`src/rtl/lbp_pkg.sv`:
```
// Shared types, constants and the pattern function of the 3x3 LBP stream block.
// No dependencies; every other file of the block imports this package.
`timescale 1ns / 1ps

package lbp_pkg;

  localparam int PixW       = 8;
  localparam int CfgWidthW  = 11;
  localparam int CfgHeightW = 16;
  localparam int CfgDataW   = 16;
  localparam int CfgIdxW    = 1;
  // The row counter runs one row past a full-height image while codes drain.
  localparam int RowW       = 17;
  localparam int OutIdxW    = 27;

  localparam logic [CfgIdxW-1:0] RegImageWidth  = 1'd0;
  localparam logic [CfgIdxW-1:0] RegImageHeight = 1'd1;

  localparam logic ActPixel = 1'b0;
  localparam logic ActFlush = 1'b1;

  typedef logic [PixW-1:0] pixel_t;

  // One window column, index 0 is the top row.
  typedef pixel_t [2:0] col3_t;

  typedef struct packed {
    logic [7:0] code;
    logic       last;
  } result_t;

  typedef struct packed {
    logic adv;       // take one pixel into the window
    logic clear;     // restart the image
    logic col_zero;  // the item sits in column 0
    logic col_ge2;   // the item sits in column 2 or later
    logic wide;      // the image is at least two pixels wide
  } win_ctrl_t;

  // Bit 7 down to 0: top-left, left, bottom-left, bottom, bottom-right,
  // right, top-right, top. A bit is set when the neighbor is not below
  // the center.
  function automatic logic [7:0] lbp_pattern(col3_t l, col3_t m, col3_t r);
    pixel_t [7:0] nb;
    logic   [7:0] code;
    nb[7] = l[0];
    nb[6] = l[1];
    nb[5] = l[2];
    nb[4] = m[2];
    nb[3] = r[2];
    nb[2] = r[1];
    nb[1] = r[0];
    nb[0] = m[0];
    for (int k = 0; k < 8; k++) begin
      code[k] = (nb[k] >= m[1]);
    end
    return code;
  endfunction

endpackage

```
`src/rtl/lbp_window.sv`:
```
// 3x3 pixel window registers and the code of the pixel that the current step completes.
// Depends on lbp_pkg for the column type, control struct and pattern function.
`timescale 1ns / 1ps

module lbp_window import lbp_pkg::*; (
  input  logic       clk_i,
  input  logic       rst_ni,
  input  win_ctrl_t  ctrl_i,
  input  pixel_t     v_i,
  input  pixel_t     up_i,
  input  pixel_t     mid_i,
  output logic [7:0] code_o
);

  col3_t [2:0] win_q, win_d, win_new;
  col3_t       new_col;
  col3_t       zero_col;
  logic [7:0]  code_row_end, code_inner;

  always_comb begin
    zero_col   = '0;
    new_col[0] = up_i;
    new_col[1] = mid_i;
    new_col[2] = v_i;
    win_new[0] = win_q[1];
    win_new[1] = win_q[2];
    win_new[2] = new_col;
  end

  // In column 0 the step finishes the last pixel of an earlier row, whose
  // right neighbors lie outside the image.
  assign code_row_end = lbp_pattern(ctrl_i.wide ? win_q[1] : zero_col, win_q[2], zero_col);
  assign code_inner   = lbp_pattern(ctrl_i.col_ge2 ? win_new[0] : zero_col,
                                    win_new[1], win_new[2]);
  assign code_o       = ctrl_i.col_zero ? code_row_end : code_inner;

  always_comb begin
    win_d = win_q;
    if (ctrl_i.clear) begin
      win_d = '0;
    end else if (ctrl_i.adv) begin
      win_d = win_new;
    end
  end

  always_ff @(posedge clk_i or negedge rst_ni) begin
    if (!rst_ni) begin
      win_q <= '0;
    end else begin
      win_q <= win_d;
    end
  end

endmodule

```
`config.mk`:
```
export PLATFORM = sky130hd
export DESIGN_NAME = lbp_window
export DESIGN_NICKNAME = d
export VERILOG_FILES = /design/src/rtl/lbp_pkg.sv /design/src/rtl/lbp_window.sv
export SDC_FILE = /design/constraint.sdc
export NUM_CORES = 1
export LEC_CHECK = 0
export ABC_AREA = 1
export BUFFER_PORTS_ARGS = -buffer_cell sky130_fd_sc_hd__buf_4
export CORE_ASPECT_RATIO = 1.5
export CORE_MARGIN = 3
export CORE_UTILIZATION = 47
export CTS_CLUSTER_DIAMETER = 60
export CTS_CLUSTER_SIZE = 10
export DETAILED_ROUTE_END_ITERATION = 6
export PLACE_DENSITY_LB_ADDON = 0.1
export SYNTH_ARGS = -nofsm -noshare
export SYNTH_HDL_FRONTEND = slang
export SYNTH_SLANG_ARGS = --single-unit
```
`constraint.sdc`:
```
create_clock -name clk_i -period 2 [get_ports clk_i]
set_input_delay 0.1 -clock clk_i [delete_from_list [all_inputs] [get_ports clk_i]]
set_output_delay 0.1 -clock clk_i [all_outputs]
set_load 0.01 [all_outputs]
```
==> PnR_summary.wiki <==
{| class="wikitable"
! Metric !! Value
|-
| Maximum number of pins on one net before global-route repair || between 40 and 50
|-
| Ordered list of cells on the worst path || clkinvlp_4 -> buf_8 -> ha_4 -> nand2_1 -> nand3b_1 -> nand2_1 -> nand2_2 -> nand2_1 -> nand2_1 -> nand2_1 -> inv_1 -> buf_4
|-
| Reg2Reg Depth || 3
|-
| Clk Latency, worst-skew pair || 0.29 ns
|-
| Final cycle utilization of the critical path || 0.997
|-
| CTS sink count || between 40 and 50
|-
| Max-Cap Viols || 0
|-
| DP HPWL || roughly 8400 um
|-
| H-tree lvl count || 2
|-
| Count of placed standard cells in the final layout, fillers left out || around 770
|-
| Setup slack of the most critical reg-to-reg path || between 1 and 1.5 ns
|-
| Largest fanout on the critical path || 6
|-
| Routed wirelength normalized by instance count || between 10 and 15 um
|-
| Commonest non-fill, non-tap cell in the layout || nand2_1
|-
| Buf/Inv on CP || 4
|-
| Max FFs per register || 48
|-
| Clock tree root driver cell || clkbuf_16
|-
| CP startpoint kind || flop
|-
| Clock-pin slew on the worst setup and hold paths || approximately 0.060 ns
|-
| Final hold violation count || 0
|-
| Worst ir drop on vdd || about 0.51 mV
|-
| Effective utilization at floorplan || 0.489
|-
| Die Footprint || about 11000 sq um
|-
| DRC || 0
|-
| Via total after detailed routing || approximately 4000
|-
| Data required time at the worst endpoint || 1.90 ns
|-
| Power density of the placed cells || 563 nW/um^2
|-
| Reg-to-reg critical path startpoint || win_new[38]
|-
| Die Wd || about 85 um
|-
| Arrival time at the worst endpoint || 1.89 ns
|-
| Diode insertion count for antenna repair || 0
|-
| Number of global-route vias before repair || around 3800
|-
| Sum Neg Setup Slack || 0 ns
|-
| Total core area || around 8900 sq um
|-
| Post-layout nets || 781
|-
| Tightest Pin Transition || roughly 0.62 ns
|-
| Standby leakage power || ~3 nW
|-
| Crit. Startpoint || win_new[33]
|-
| Number of synthesized register bits || 48
|-
| Post-Layout Inst Area || between 5000 and 6000 sq um
|-
| Std cell rows || 42
|-
| Fraction of final layout cells with drive strength greater than 1 || 0.177
|-
| Total gr overflow || 0
|-
| Port Buf Inserts || 38
|-
| Capture instance of the worst register-to-register path || win_new[14]
|-
| Share of the core filled with cells || 0.594
|-
| Crit path capture type || primary output
|-
| CP max stage cell || dfrtp_1
|-
| Worst setup path end || code_o[7]
|-
| Wire length of the first global-routing pass || between 15000 and 20000 um
|-
| DRT Pass-1 Iters || 5
|-
| Detailed-route vias per instance || 5.18
|-
| Weighted congestion at the end of routability-driven global placement || 0.785
|-
| Final period demand of the worst path || roughly 2 ns
|-
| Setup-failing EPs final || 0
|-
| Peak per-stage delay on the critical path || roughly 0.4 ns
|-
| CP dominant cell by count || nand2_1
|-
| Final worst clock skew || roughly 0.0014 ns
|-
| Max Clock Freq || between 500 and 600 MHz
|-
| Count of mapped cells out of synthesis || around 610
|-
| Post-synthesis cell type count || 26
|-
| Die Y || 124 um
|-
| Path length in cells of the critical path || 12
|-
| Top-level port count || 39
|-
| Number of warnings reported in the yosys synthesis log || 0
|-
| Unrepaired setup endpoints after global routing || yes
|-
| Placed instance count || about 750
|-
| Cell area after synthesis || between 4000 and 5000 sq um
|-
| Sequential cell area fraction in the yosys report || 0.275
|-
| Largest buffer count on any clock path || 2
|-
| Initial antenna violation count || 0
|-
| Kind of cell adding the most delay to the critical path || simple AND/OR/NAND/NOR gates
|-
| Average cell area after synthesis || a little over 7 sq um
|-
| Final count of pins violating max slew || 0
|-
| Detailed router's first-iteration violation count || roughly 130
|-
| Total power || about 3 mW
|-
| Number of CTS-inserted buffers || 5
|-
| Total routing resource utilization after global routing || 0.213
|-
| Layout overhead on the synthesized area || 21.3%
|-
| Top library cells by usage in the layout, fill and taps aside || nand2_1 (184), inv_1 (101), ha_1 (75)
|-
| Number of nets produced by synthesis || 730
|-
| Max_slew headroom || 0.588
|-
| Routed wire length || 11300 um
|-
| Worst Path Class, Setup || flop to primary output
|-
| Final ANT Viol Nets || 0
|-
| Result of the run || completed
|-
| Worst min-delay path category || input port to flop
|-
| CTS tree || done
|-
| Area after detailed placement || about 4800 sq um
|}
-- power by group --
part           internal (mW)  switching [mW]
Clock                  0.709           0.359
Sequential              1.01          0.0373
Combinational          0.365           0.502
-- per-layer routing --
metal | GRT usage | wire (um)
met3 | 0.0232 | 366
met4 | 0.0792 | 293
met2 | 0.391 | 5850
met5 | 0 | 0
met1 | 0.256 | 4740
-- cell type report --
cell class / instances / area (sq um)
repair buffers: 60 / 490
well taps: 110 / 138
inverters: 107 / 409
clock buffers: 5 / 125
fillers: 862 / 3630
clock inverters: 2 / 60.1
flip-flops and latches: 48 / 1200
multi-input cells: 440 / 2880
-- repair_timing --
action,CTS,global route
setup endpoints to repair,8,8
hold buffers,1,0
setup buffers,8,3
resized for setup,12,36
endpoints found under the hold margin,48,0
pin swaps,0,24
-- through the flow --
step / worst slack (ns) / hold slack, ns
3_5_place_dp: 0.0667 / 0.158
5_1_grt: -0.115 / 0.0556
2_1_floorplan: 0.512 / -0.196
3_3_place_gp: 0.104 / 0.153
6_report: 0.00522 / 0.0440
4_1_cts: -0.00409 / 0.0433
-- how the worst min path moves through the flow --
stage               startpoint           to  slack [ns]  cells after the start
floorplan               rst_ni   win_new[0]       -0.20                      0
global placement        rst_ni  win_new[41]        0.15                      1
detailed placement      rst_ni  win_new[41]        0.16                      1
CTS                  ctrl_i[3]  win_new[16]        0.04                      2
global route         ctrl_i[3]  win_new[16]        0.06                      2
finish               ctrl_i[3]  win_new[16]        0.04                      2
-- synth_stat cells (all sizes together) --
library cell | count | area share
nand3b | 2 | 0.0034
buf | 15 | 0.024
o31ai | 2 | 0.0034
and3 | 3 | 0.0043
o21ai | 45 | 0.058
o21a | 3 | 0.0052
ha | 88 | 0.25
dfrtp | 48 | 0.27
nor3 | 1 | 0.0011
nand3 | 36 | 0.041
o22ai | 3 | 0.0072
nor2 | 31 | 0.028
a21oi | 21 | 0.024
nand4 | 5 | 0.0072
nand2 | 199 | 0.17
clkbuf | 1 | 0.00086
nor4 | 1 | 0.0014
inv | 107 | 0.092
-- logic make-up (layout without fill, tap and decap cells) --
family	after synthesis	in the layout	synth area share
AO/OA/AOI/OAI	74	74	0.0982
adder cells (fa/ha/maj)	88	88	0.252
buffers and inverters	123	174	0.117
flip-flops	48	48	0.275
AND/OR/NAND/NOR	278	278	0.258
(Power assumes the default switching activity.)
