==> src/rtl/lbp_pkg.sv <==
// Shared types, constants and the pattern function of the 3x3 LBP stream block.
// No dependencies; every other file of the block imports this package.
`timescale 1ns / 1ps

package lbp_pkg;

  localparam int PixW       = 8;
  localparam int CfgWidthW  = 11;
  localparam int CfgHeightW = 16;
  localparam int CfgDataW   = 16;
  localparam int CfgIdxW    = 1;
  // The row counter runs one row past a full-height image while codes drain.
  localparam int RowW       = 17;
  localparam int OutIdxW    = 27;

  localparam logic [CfgIdxW-1:0] RegImageWidth  = 1'd0;
  localparam logic [CfgIdxW-1:0] RegImageHeight = 1'd1;

  localparam logic ActPixel = 1'b0;
  localparam logic ActFlush = 1'b1;

  typedef logic [PixW-1:0] pixel_t;

  // One window column, index 0 is the top row.
  typedef pixel_t [2:0] col3_t;

  typedef struct packed {
    logic [7:0] code;
    logic       last;
  } result_t;

  typedef struct packed {
    logic adv;       // take one pixel into the window
    logic clear;     // restart the image
    logic col_zero;  // the item sits in column 0
    logic col_ge2;   // the item sits in column 2 or later
    logic wide;      // the image is at least two pixels wide
  } win_ctrl_t;

  // Bit 7 down to 0: top-left, left, bottom-left, bottom, bottom-right,
  // right, top-right, top. A bit is set when the neighbor is not below
  // the center.
  function automatic logic [7:0] lbp_pattern(col3_t l, col3_t m, col3_t r);
    pixel_t [7:0] nb;
    logic   [7:0] code;
    nb[7] = l[0];
    nb[6] = l[1];
    nb[5] = l[2];
    nb[4] = m[2];
    nb[3] = r[2];
    nb[2] = r[1];
    nb[1] = r[0];
    nb[0] = m[0];
    for (int k = 0; k < 8; k++) begin
      code[k] = (nb[k] >= m[1]);
    end
    return code;
  endfunction

endpackage

==> src/rtl/lbp_out_if.sv <==
// Output channel of the LBP stream block: valid/ready handshake with one code word.
// Imports lbp_pkg; the eight-bit code width is written out here directly.
`timescale 1ns / 1ps

interface lbp_out_if import lbp_pkg::*; ();
  logic       valid;
  logic       ready;
  logic [7:0] code;
  logic       last;

  modport source (output valid, output code, output last, input ready);
  modport sink   (input valid, input code, input last, output ready);
endinterface

==> src/rtl/lbp_outbuf.sv <==
// Two-entry output buffer that decouples the code channel from the pixel channel.
// Depends on lbp_pkg for the result type and on lbp_out_if.
`timescale 1ns / 1ps

module lbp_outbuf import lbp_pkg::*; (
  input  logic             clk_i,
  input  logic             rst_ni,
  input  logic             push_i,
  input  result_t          push_data_i,
  output logic             full_o,
  lbp_out_if.source        code_o
);

  result_t    buf_q [2];
  logic       wr_ptr_q, rd_ptr_q;
  logic [1:0] count_q;
  logic       pop;

  assign pop          = code_o.valid && code_o.ready;
  assign code_o.valid = (count_q != 2'd0);
  assign code_o.code  = buf_q[rd_ptr_q].code;
  assign code_o.last  = buf_q[rd_ptr_q].last;
  assign full_o       = (count_q == 2'd2);

  always_ff @(posedge clk_i) begin
    if (push_i) begin
      buf_q[wr_ptr_q] <= push_data_i;
    end
  end

  always_ff @(posedge clk_i or negedge rst_ni) begin
    if (!rst_ni) begin
      wr_ptr_q <= 1'b0;
      rd_ptr_q <= 1'b0;
      count_q  <= 2'd0;
    end else begin
      if (push_i) begin
        wr_ptr_q <= ~wr_ptr_q;
      end
      if (pop) begin
        rd_ptr_q <= ~rd_ptr_q;
      end
      count_q <= count_q + {1'b0, push_i} - {1'b0, pop};
    end
  end

endmodule

==> src/flat_wrapper.sv <==
// flat-port wrapper written by rule: the top's interface ports become plain ports
module lbp_outbuf_flat import lbp_pkg::*;
  (clk_i, rst_ni, push_i, push_data_i, full_o, code_o_valid, code_o_code, code_o_last, code_o_ready);
  lbp_out_if code_o_i ();
  input  logic clk_i;
  input  logic rst_ni;
  input  logic push_i;
  input  result_t push_data_i;
  output logic full_o;
  output wire logic [$bits(code_o_i.valid)-1:0] code_o_valid;
  output wire logic [$bits(code_o_i.code)-1:0] code_o_code;
  output wire logic [$bits(code_o_i.last)-1:0] code_o_last;
  input wire logic [$bits(code_o_i.ready)-1:0] code_o_ready;
  assign code_o_valid = code_o_i.valid;
  assign code_o_code = code_o_i.code;
  assign code_o_last = code_o_i.last;
  assign code_o_i.ready = code_o_ready;
  lbp_outbuf u_core (.clk_i(clk_i), .rst_ni(rst_ni), .push_i(push_i), .push_data_i(push_data_i), .full_o(full_o), .code_o(code_o_i));
endmodule
==> config.mk <==
export PLATFORM = sky130hd
export DESIGN_NAME = lbp_outbuf_flat
export DESIGN_NICKNAME = d
export VERILOG_FILES = /design/src/rtl/lbp_pkg.sv /design/src/rtl/lbp_out_if.sv /design/src/rtl/lbp_outbuf.sv /design/src/flat_wrapper.sv
export SDC_FILE = /design/constraint.sdc
export NUM_CORES = 1
export LEC_CHECK = 0
export ABC_AREA = 1
export BUFFER_PORTS_ARGS = -buffer_cell sky130_fd_sc_hd__clkbuf_2
export CAP_MARGIN = 20
export CORE_MARGIN = 5
export CORE_UTILIZATION = 45
export DETAILED_ROUTE_END_ITERATION = 6
export PLACE_DENSITY = 0.7
export SLEW_MARGIN = 20
export SYNTH_ARGS = -nofsm -noshare
export SYNTH_HDL_FRONTEND = slang
export SYNTH_SLANG_ARGS = --single-unit
==> constraint.sdc <==
create_clock -name clk_i -period 1.6 [get_ports clk_i]
set_input_delay 0.24 -clock clk_i [delete_from_list [all_inputs] [get_ports clk_i]]
set_output_delay 0.24 -clock clk_i [all_outputs]
set_load 0.005 [all_outputs]
==> results by group, run 1 <==
Global route
  • Initial antenna violation count: 0
  • GRT Util Overall: 0.112
  • First-pass GRT wire length: between 2 and 2.5 mm
  • Largest net degree at the start of global routing: 13
  • Global route overflow: 0
  • Vias in the first global route: between 500 and 600

Floorplanning
  • IO Count: 24
  • Initial Utilization: 0.461
  • Die span in y: roughly 54 microns
  • Die area: about 3000 sq um
  • Core Area: slightly below 2000 sq um
  • Chip width: about 54 microns
  • Cell Rows: 16

Clock tree
  • Worst-path clk slew: approximately 110 ps
  • Root Driver: clkbuf_4
  • Number of setup buffers added after CTS: 0
  • Clock sink count: 22
  • Clock insertion delay at the later pin of the skew report: a little under 300 ps
  • CTS tree: done
  • Bufs on Longest Clock Path: 2
  • Inserted Clock Buffers: 3
  • H-tree depth: 1

Drt
  • DR vias/cell: about 4.3
  • Antenna viol nets, final: 0
  • Mean routed wirelength per cell: about 10 microns
  • Iter 0 DRT Violations: 7
  • DR vias: 569
  • Post-route DRC: 0
  • Routed wire length: between 1 and 1.5 mm
  • Initial DRT Pass Iterations: 2

Timing
  • Final setup fails: 0
  • Unrepaired setup endpoints after global routing: no
  • Hold Violations, Final: 0
  • Post-Route Skew: just under 0.9 ps
  • Slew headroom: 0.749
  • Hold_ws: 124 ps
  • Max Freq: ~690 MHz
  • TNS Setup: 0 ps
  • Slew Limit Fails: 0
  • Worst slew pin tran: between 300 and 400 ps
  • Tcrit/Tclk final: 0.904
  • Final Critical Period: ~1400 ps

Setup path
  • Worst r2r src: u_core.count_q[0]
  • Slowest Stage Delay on Critical Path: 520 ps
  • Cell depth of the worst setup path: 4
  • CP Cell Sequence: inv_4 > nand2_1 > nand2_1 > clkbuf_2
  • Buf+Inv Stages, Crit Path: 2
  • Critical Path End Type: output pin
  • Top delay family on crit path: flip-flops
  • Critical R2R Capture: u_core.count_q[1]
  • Crit path kind: flop to output pin
  • Worst path required time: ~1400 ps
  • Critical path fanouts, max: 11
  • Worst path most repeated cell: nand2_1
  • Worst EP arrival: 1210 ps
  • Reg-to-reg slack, setup: about 240 ps
  • Critical Path Start Type: flop
  • Worst-path cell with the longest stage delay: dfrtp_2
  • Reg2Reg Depth: 10

Finish
  • Most frequent cells in the layout: nand2_1, clkbuf_2, edfxtp_1
  • # nets final: 120
  • Commonest non-fill, non-tap cell in the layout: nand2_1
  • Antenna cells: 0
  • Final core utilization: 0.557
  • FILL cells: between 150 and 200
  • Syn-to-layout area delta: 20.9%
  • Layout cells sized above 1: 0.317

Pwr
  • PwrDens: around 1600 nW/um^2
  • Max VDD drop: roughly 0.95 mV
  • Leak: between 0.0005 and 0.0006 uW

Run status
  • Status: finished clean

Synthesis
  • Share of the yosys chip area belonging to registers: 0.723
  • Synth Register Bits: 22
  • Mapped Cells: between 70 and 80
  • Avg Cell Area, Syn: approximately 12 sq um
  • YS warnings: 0
  • Post-synth cell types: 12
  • Net Count, Synth: 91
  • Mapped Area: 886 sq um

Min path
  • Hold Path Stages: 1
  • Worst Hold Class: primary input to flop
  • Hold Crit Endpoint: u_core.buf_q[0][1]
  • Hold Crit Start: push_data_i[1]

Placed design
  • HPWL after DPL: 1.02 mm
  • I/O Buffers: 23
  • Routability congestion estimate: roughly 0.66

Run
  • Max cap viols: 0
-- metrics by stage --
step,power [uW],worst slack (ps),cells,instance area [sq um]
global placement,1460,294,126,1030
detailed placement,1480,247,126,1030
CTS,1730,81.4,131,1070
floorplan,1240,313,76,886
finish,1700,154,131,1070
global route,1860,61.4,131,1070
-- synthesized netlist by cell type --
library cell,count,share of area
buf_6,1,0.013
dfrtp_1,4,0.11
edfxtp_1,18,0.61
ha_1,2,0.028
inv_1,6,0.025
inv_2,3,0.013
nand2_1,35,0.15
nand2_2,1,0.0071
nand2_4,1,0.013
nand3_1,2,0.011
nor2_1,2,0.0085
xor2_1,1,0.0099
-- worst max path at each step --
stage | slack (ps) | from | end
detailed placement | 250 | u_core.count_q[0] | u_core.count_q[1]
global placement | 290 | u_core.count_q[1] | u_core.count_q[1]
floorplan | 310 | u_core.count_q[1] | u_core.count_q[1]
CTS | 80 | u_core.rd_ptr_q | code_o_code[5]
finish | 150 | u_core.rd_ptr_q | code_o_code[5]
global route | 60 | u_core.rd_ptr_q | code_o_code[5]
-- final cells by class --
| class | count | area (sq um) | share of cell area |
|---|---|---|---|
| flip-flops and latches | 22 | 642 | 0.599 |
| repair buffers | 25 | 133 | 0.124 |
| well taps | 27 | 33.8 | 0.0315 |
| inverters | 9 | 36.3 | 0.0339 |
| clock buffers | 3 | 22.5 | 0.0210 |
| multi-input cells | 44 | 200 | 0.187 |
| clock inverters | 1 | 3.75 | 0.00350 |
-- power by group --
part           internal (uW)  leakage (uW)  switching, uW
sequential               779      0.000215           95.5
combinational            244      0.000289            344
clock                   90.9     0.0000154            150
total                   1110      0.000519            589
-- cells by family after synthesis --
kind of cell               after synthesis  share of synthesized area
and+or+nand+nor                         41                      0.188
xor gates and xnor gates                 1                    0.00989
DFF                                     22                      0.723
adders and majority gates                2                     0.0282
buffers and inverters                   10                     0.0508
-- per-layer routing --
layer,track usage,up-vias,share of wire
li1,-,299,-
met1,0.135,252,0.44
met2,0.181,16,0.50
met3,0.0245,2,0.058
met4,0.0705,0,0.0044
met5,0,-,0
-- flip-flops by register name, summed over array words and instances (netlist names) --
register	cells
u_core.rd_ptr_q	1
u_core.wr_ptr_q	1
u_core.count_q	2
u_core.buf_q	18
-- worst reg2reg max path, cell delays in order (launching register included) --
cell and delay, ps:
dfrtp_1 410, inv_2 90, nand2_4 50, nand2_2 60, inv_1 40, ha_1 280, inv_1 60, ha_1 150
inv_1 40, nand2_1 50, nand2_1 50
-- timing repair --
action,4_1_cts,5_1_grt
gates resized for setup,1,1
hold endpoints to repair,4,0
endpoints found under the setup margin,1,2
hold buffers,1,0
No activity file was read; power rests on OpenSTA's default activity.
==> run 2, diff against run 1 <==
- CORE_UTILIZATION: 45 -> 44
- PLACE_DENSITY: 0.7 -> 0.71
- SLEW_MARGIN: 20 -> 0
- clock period: 1.6 -> 1.29 ns (I/O delays scaled with it)
==> results by group, run 2 (synthesized netlist as in run 1, its figures left out) <==
Timing
  • Max Freq: roughly 760 MHz
  • Slew headroom: 0.760
  • Final setup fails: 9
  • Hold Violations, Final: 0
  • Worst slew pin tran: between 300 and 400 ps
  • Post-Route Skew: approximately 4.8 ps
  • Final Critical Period: roughly 1300 ps
  • PnR worst setup slack: -32.1 ps
  • Tcrit/Tclk final: 1.02
  • Slew Limit Fails: 0
  • Unrepaired setup endpoints after global routing: yes

Setup path
  • Critical Path Start Type: flop
  • Worst-path cell with the longest stage delay: dfrtp_2
  • Critical path fanouts, max: 5
  • Worst path most repeated cell: nand2_1
  • Reg2Reg Depth: 9
  • Reg-to-reg slack, setup: 0 ps
  • Critical R2R Capture: u_core.count_q[1]
  • Critical Path End Type: output pin
  • Worst path required time: ~1100 ps
  • CP Cell Sequence: buf_6 > nand2_1 > nand2_1 > clkbuf_2
  • Top delay family on crit path: flip-flops
  • Slowest Stage Delay on Critical Path: 470 ps
  • Buf+Inv Stages, Crit Path: 2
  • Worst r2r src: u_core.count_q[1]
  • Crit path kind: flop to output pin
  • Worst EP arrival: between 1000 and 1500 ps

Clock tree
  • H-tree depth: 1
  • Root Driver: clkbuf_4
  • Clock sink count: 22
  • Bufs on Longest Clock Path: 2
  • Worst-path clk slew: ~120 ps
  • Inserted Clock Buffers: 3
  • CTS tree: done
  • Clock insertion delay at the later pin of the skew report: roughly 300 ps

Finish
  • # nets final: roughly 130
  • Cell area after layout: 1230 sq um
  • Largest Register: u_core.buf_q
  • Layout cells sized above 1: 0.491
  • Syn-to-layout area delta: 39.4%
  • Commonest non-fill, non-tap cell in the layout: nand2_1
  • Antenna cells: 0
  • Largest regs: u_core.buf_q: 18 flops, u_core.count_q: 2 flops
  • Most frequent cells in the layout: nand2_1, clkbuf_2, edfxtp_1
  • Largest register FFs: 18
  • FILL cells: around 160

Global route
  • Global route overflow: 0
  • First-pass GRT wire length: 2.53 mm
  • Largest net degree at the start of global routing: 14
  • Initial antenna violation count: 0
  • GRT Util Overall: 0.126
  • Vias in the first global route: 600

Floorplanning
  • Chip width: about 55 microns
  • Die area: approximately 3000 sq um
  • Initial Utilization: 0.456
  • IO Count: 24
  • Die span in y: between 50 and 60 microns
  • Core Area: 1940 sq um
  • Cell Rows: 16

Placed design
  • I/O Buffers: 23
  • Post-Place Cell Area: approximately 1100 sq um
  • HPWL after DPL: approximately 1.1 mm
  • Routability congestion estimate: between 0.7 and 0.8

Drt
  • Iter 0 DRT Violations: 9
  • Mean routed wirelength per cell: 11.2 microns
  • Antenna viol nets, final: 0
  • Initial DRT Pass Iterations: 5
  • DR vias: ~600
  • DR vias/cell: around 4.3
  • Post-route DRC: 0
  • Routed wire length: between 1.5 and 2 mm

Min path
  • Hold Crit Endpoint: u_core.buf_q[1][1]
  • Worst Hold Class: primary input to flop
  • Hold Crit Start: push_data_i[1]
  • Hold Path Stages: 1

Pwr
  • Leak: approximately 0.00058 uW
  • Max VDD drop: ~1.3 mV
  • PwrDens: around 2200 nW/um^2
  • Tot Pwr: around 2700 uW

Run
  • Max cap viols: 0

Run status
  • Status: finished with violations
  • Failing checks: setup timing
## run 2: cell types whose count changed in the layout (fill, tap and decap cells not counted), sizes merged
cell    previous run  this run
inv                9         8
clkbuf            26        24
bufinv             0         1
buf                1        11
## run 2: metal layers
layer  wire length, microns  track usage  vias to the layer above
met5                      0            0                        -
met4                     19       0.0622                        0
met3                    113       0.0463                        2
met2                    796        0.217                       14
met1                    631        0.133                      264
li1                       -            -                      315
## run 2: through the flow
step	setup WS [ps]	std cells	TNS [ps]	utilization	hold slack, ps
after floorplan	2.99	76	0	-	-102
after global placement	-7.51	129	-7.51	0.543	6.51
after detailed placement	-42.4	129	-44.5	0.543	8.27
after CTS	-21.8	138	-146	0.610	73.4
after global routing	-95.4	139	-883	0.636	46.8
final	-32.1	139	-103	0.636	71.9
## run 2: worst reg2reg max path, cell delays in order (launching register included)
cell,delay [ps]
dfrtp_1,410
inv_2,90
nand2_4,70
nand2_4,60
inv_2,40
ha_4,260
inv_4,30
ha_4,150
nand3_2,50
nand2_1,50
## run 2: cell type report
cell class              count  area, sq um  share of cell area
flip-flops and latches     22          642               0.520
multi-input cells          44          258               0.209
repair buffers             33          208               0.168
inverters                   9         41.3              0.0334
well taps                  27         33.8              0.0274
clock inverters             1         30.0              0.0243
clock buffers               3         22.5              0.0182
## run 2: how the worst max path moves through the flow
stage | startpoint | end | slack, ps | cells after the start
after detailed placement | u_core.count_q[1] | u_core.count_q[1] | -40 | 10
after floorplan | u_core.count_q[1] | u_core.count_q[1] | 3 | 10
after global placement | u_core.count_q[1] | u_core.count_q[1] | -8 | 10
after global routing | u_core.rd_ptr_q | code_o_code[0] | -100 | 4
after CTS | u_core.rd_ptr_q | code_o_code[4] | -20 | 4
final | u_core.rd_ptr_q | code_o_code[0] | -30 | 4
## run 2: power by group
part / switching [uW] / internal (uW)
Combinational: 597 / 566
Clock: 202 / 314
Sequential: 98.4 / 967
## run 2: timing repair
action	CTS	global route
buffers inserted	4	1
hold endpoints to repair	4	0
resized for setup	11	15
setup endpoints to repair	12	13
hold buffers	1	0
pin swaps	5	12
==> run 3, diff against run 2 <==
- ABC_AREA: 1 -> 0
- GPL_ROUTABILITY_DRIVEN: not set -> 0
- MAX_ROUTING_LAYER: not set -> met4
==> results by group, run 3 <==
Finish
  • Layout cells sized above 1: 0.622
  • Largest register FFs: 18
  • Syn-to-layout area delta: 33.3%
  • Antenna cells: 0
  • Commonest non-fill, non-tap cell in the layout: clkbuf_2
  • Final core utilization: 0.609
  • FILL cells: about 150
  • # nets final: 98
  • Most frequent cells in the layout: clkbuf_2, edfxtp_1, mux2_4
  • Area occupied by multi-input gates: 258 sq um
  • FF/Latch Area: 642 sq um
  • Largest regs: u_core.buf_q: 18 flops, u_core.count_q: 2 flops
  • Largest Register: u_core.buf_q

Run status
  • Status: finished with violations
  • Failing checks: setup timing

Timing
  • Final setup fails: 11
  • Post-Route Skew: 3.07 ps
  • PnR worst setup slack: -171 ps
  • Final Critical Period: ~1500 ps
  • Hold_ws: 85.3 ps
  • Worst slew pin tran: slightly above 400 ps
  • Tcrit/Tclk final: 1.13
  • Hold Violations, Final: 0
  • Slew headroom: 0.729
  • Max Freq: ~680 MHz
  • Slew Limit Fails: 0
  • Unrepaired setup endpoints after global routing: yes

Setup path
  • Worst EP arrival: around 1300 ps
  • Critical Path End Type: output pin
  • Crit path launch: u_core.rd_ptr_q
  • CP Cell Sequence: buf_6 > mux2_4 > clkbuf_2
  • Worst-path cell with the longest stage delay: dfrtp_2
  • Worst r2r src: u_core.count_q[0]
  • Critical Path Start Type: flop
  • Critical path fanouts, max: 5
  • Crit path kind: flop to output pin
  • Slowest Stage Delay on Critical Path: 430 ps
  • Worst path required time: between 1000 and 1500 ps

Pwr
  • Comb pwr share: 0.456
  • Internal power: between 1500 and 2000 uW
  • Sw Pwr: ~680 uW
  • Clock power frac: 0.121
  • PwrDens: around 2100 nW/um^2
  • Max VDD drop: about 1.1 mV
  • Sw Ratio: 0.276
  • Leak: 0.000518 uW
  • Sequential power share: 0.423
  • Tot Pwr: between 2000 and 2500 uW

Floorplanning
  • Initial Utilization: 0.457
  • Die area: between 3000 and 4000 sq um
  • Cell Rows: 16
  • Die span in y: around 55 microns
  • Core Area: 1940 sq um
  • Chip width: roughly 55 microns
  • IO Count: 24

Synthesis
  • EDFF count, synth: 18
  • Top cell type's share of synthesized area: 0.609
  • Synth cell count leaders: edfxtp_1, mux2_4, dfrtp_1
  • Synth area leaders: edfxtp_1, mux2_4, dfrtp_1
  • Mapped Area: a little under 900 sq um
  • Post-synth cell types: 12
  • Share of the yosys chip area belonging to registers: 0.722
  • YS warnings: 0
  • Avg Cell Area, Syn: 19.7 sq um
  • Net Count, Synth: 60
  • Mapped Cells: 45
  • Ys flop type: edfxtp_1
  • Top-count cell post-synth: edfxtp_1
  • FFs w/ async S/R, synth: 0.182
  • Synth Register Bits: 22
  • Synth area leader: edfxtp_1

Min path
  • Hold Crit Start: push_data_i[6]
  • Worst Hold Class: primary input to flop

Run
  • Max cap viols: 0

Clock tree
  • Worst-path clk slew: around 110 ps
  • Clock insertion delay at the later pin of the skew report: a little under 300 ps
  • Inserted Clock Buffers: 3
  • Clock sink count: 22
  • Bufs on Longest Clock Path: 2
  • CTS tree: done
  • H-tree depth: 1
  • Root Driver: clkbuf_4

Placed design
  • I/O Buffers: 23
  • HPWL after DPL: 939 microns

Global route
  • Initial antenna violation count: 0
  • First-pass GRT wire length: 2.06 mm
  • Largest net degree at the start of global routing: 13
  • GRT Util Overall: 0.104
  • Vias in the first global route: 457
  • Global route overflow: 0

Drt
  • DR vias: 484
  • Routed wire length: 1.33 mm
  • DR vias/cell: 4.44
  • Initial DRT Pass Iterations: 2
  • Iter 0 DRT Violations: 5
  • Mean routed wirelength per cell: 12.2 microns
  • Antenna viol nets, final: 0
  • Post-route DRC: 0
## run 3: cell types whose count changed after synthesis
cell / previous run / this run
nand3_1: 2 / 0
xor2_1: 1 / 2
nand2_4: 1 / 0
xnor2_1: 0 / 2
nor2b_1: 0 / 2
or2_2: 0 / 1
nand2_2: 1 / 0
o21a_1: 0 / 1
inv_2: 3 / 0
and2_1: 0 / 1
nand2_1: 35 / 0
inv_1: 6 / 2
nor2_1: 2 / 0
mux2_4: 0 / 9
## run 3: worst max-delay path, delay by kind of cell (launching register included)
family / cells / cell delay, ps
flops: 1 / 430
buf+inv: 2 / 250
mux: 1 / 290
## run 3: area by class of cell
class                           count  area share
Multi-Input combinational cell     20       0.218
Inverter                            2     0.00635
Clock buffer                        4      0.0222
Tap cell                           27      0.0286
Timing Repair Buffer               34       0.182
Sequential cell                    22       0.543
## run 3: what timing repair did
| action | 4_1_cts | 5_1_grt |
|---|---|---|
| pin swaps | 5 | 2 |
| hold buffers | 1 | 0 |
| setup buffers | 5 | 1 |
| gates resized for setup | 11 | 2 |
| setup endpoints to repair | 12 | 13 |
| endpoints found under the hold margin | 4 | 0 |
## run 3: worst paths after layout
kind | to | slack [ps] | depth (start not counted)
worst min-delay path | u_core.buf_q[0][6] | 90 | 1
worst max-delay path | code_o_code[6] | -170 | 3
max in group asynchronous | u_core.rd_ptr_q | 930 | 2
worst min register to register | u_core.wr_ptr_q | 500 | 1
min in group asynchronous | u_core.count_q[1] | 230 | 2
worst max register to register | u_core.count_q[1] | -160 | 6
## run 3: power groups by stage
| stage | registers [uW] | clock network [uW] | logic [uW] |
|---|---|---|---|
| 3_3_place_gp | 1110 | 0 | 761 |
| 2_1_floorplan | 1040 | 0 | 565 |
| 3_5_place_dp | 1130 | 0 | 787 |
| 6_report | 1040 | 298 | 1120 |
| 5_1_grt | 1060 | 339 | 1230 |
| 4_1_cts | 1040 | 309 | 1100 |
## run 3: layer usage
| metal | part of all wire | global-route usage | routed length [microns] | vias to the layer above |
|---|---|---|---|---|
| met5 | 0 | - | 0 | - |
| met4 | 0 | 0.0364 | 0 | 0 |
| met3 | 0.064 | 0.0322 | 85 | 0 |
| met2 | 0.54 | 0.161 | 721 | 11 |
| met1 | 0.39 | 0.130 | 523 | 233 |
| li1 | - | - | - | 240 |
## run 3: kinds of logic after synthesis
logic type               synth area share
flip-flops                          0.722
multiplexers                        0.152
XOR/XNOR                           0.0395
AND/OR/NAND/NOR                    0.0282
buffers and inverters              0.0212
adder cells (fa/ha/maj)            0.0282
AO/OA/AOI/OAI                     0.00847
## run 3: metrics by stage
step | area [sq um] | TNS, ps | cells | setup slack (ps)
2_1_floorplan | 887 | -131 | 45 | -131
6_report | 1180 | -1690 | 109 | -171
3_3_place_gp | 1050 | -679 | 98 | -99.8
5_1_grt | 1180 | -2270 | 109 | -232
4_1_cts | 1170 | -1740 | 108 | -178
3_5_place_dp | 1050 | -796 | 98 | -157
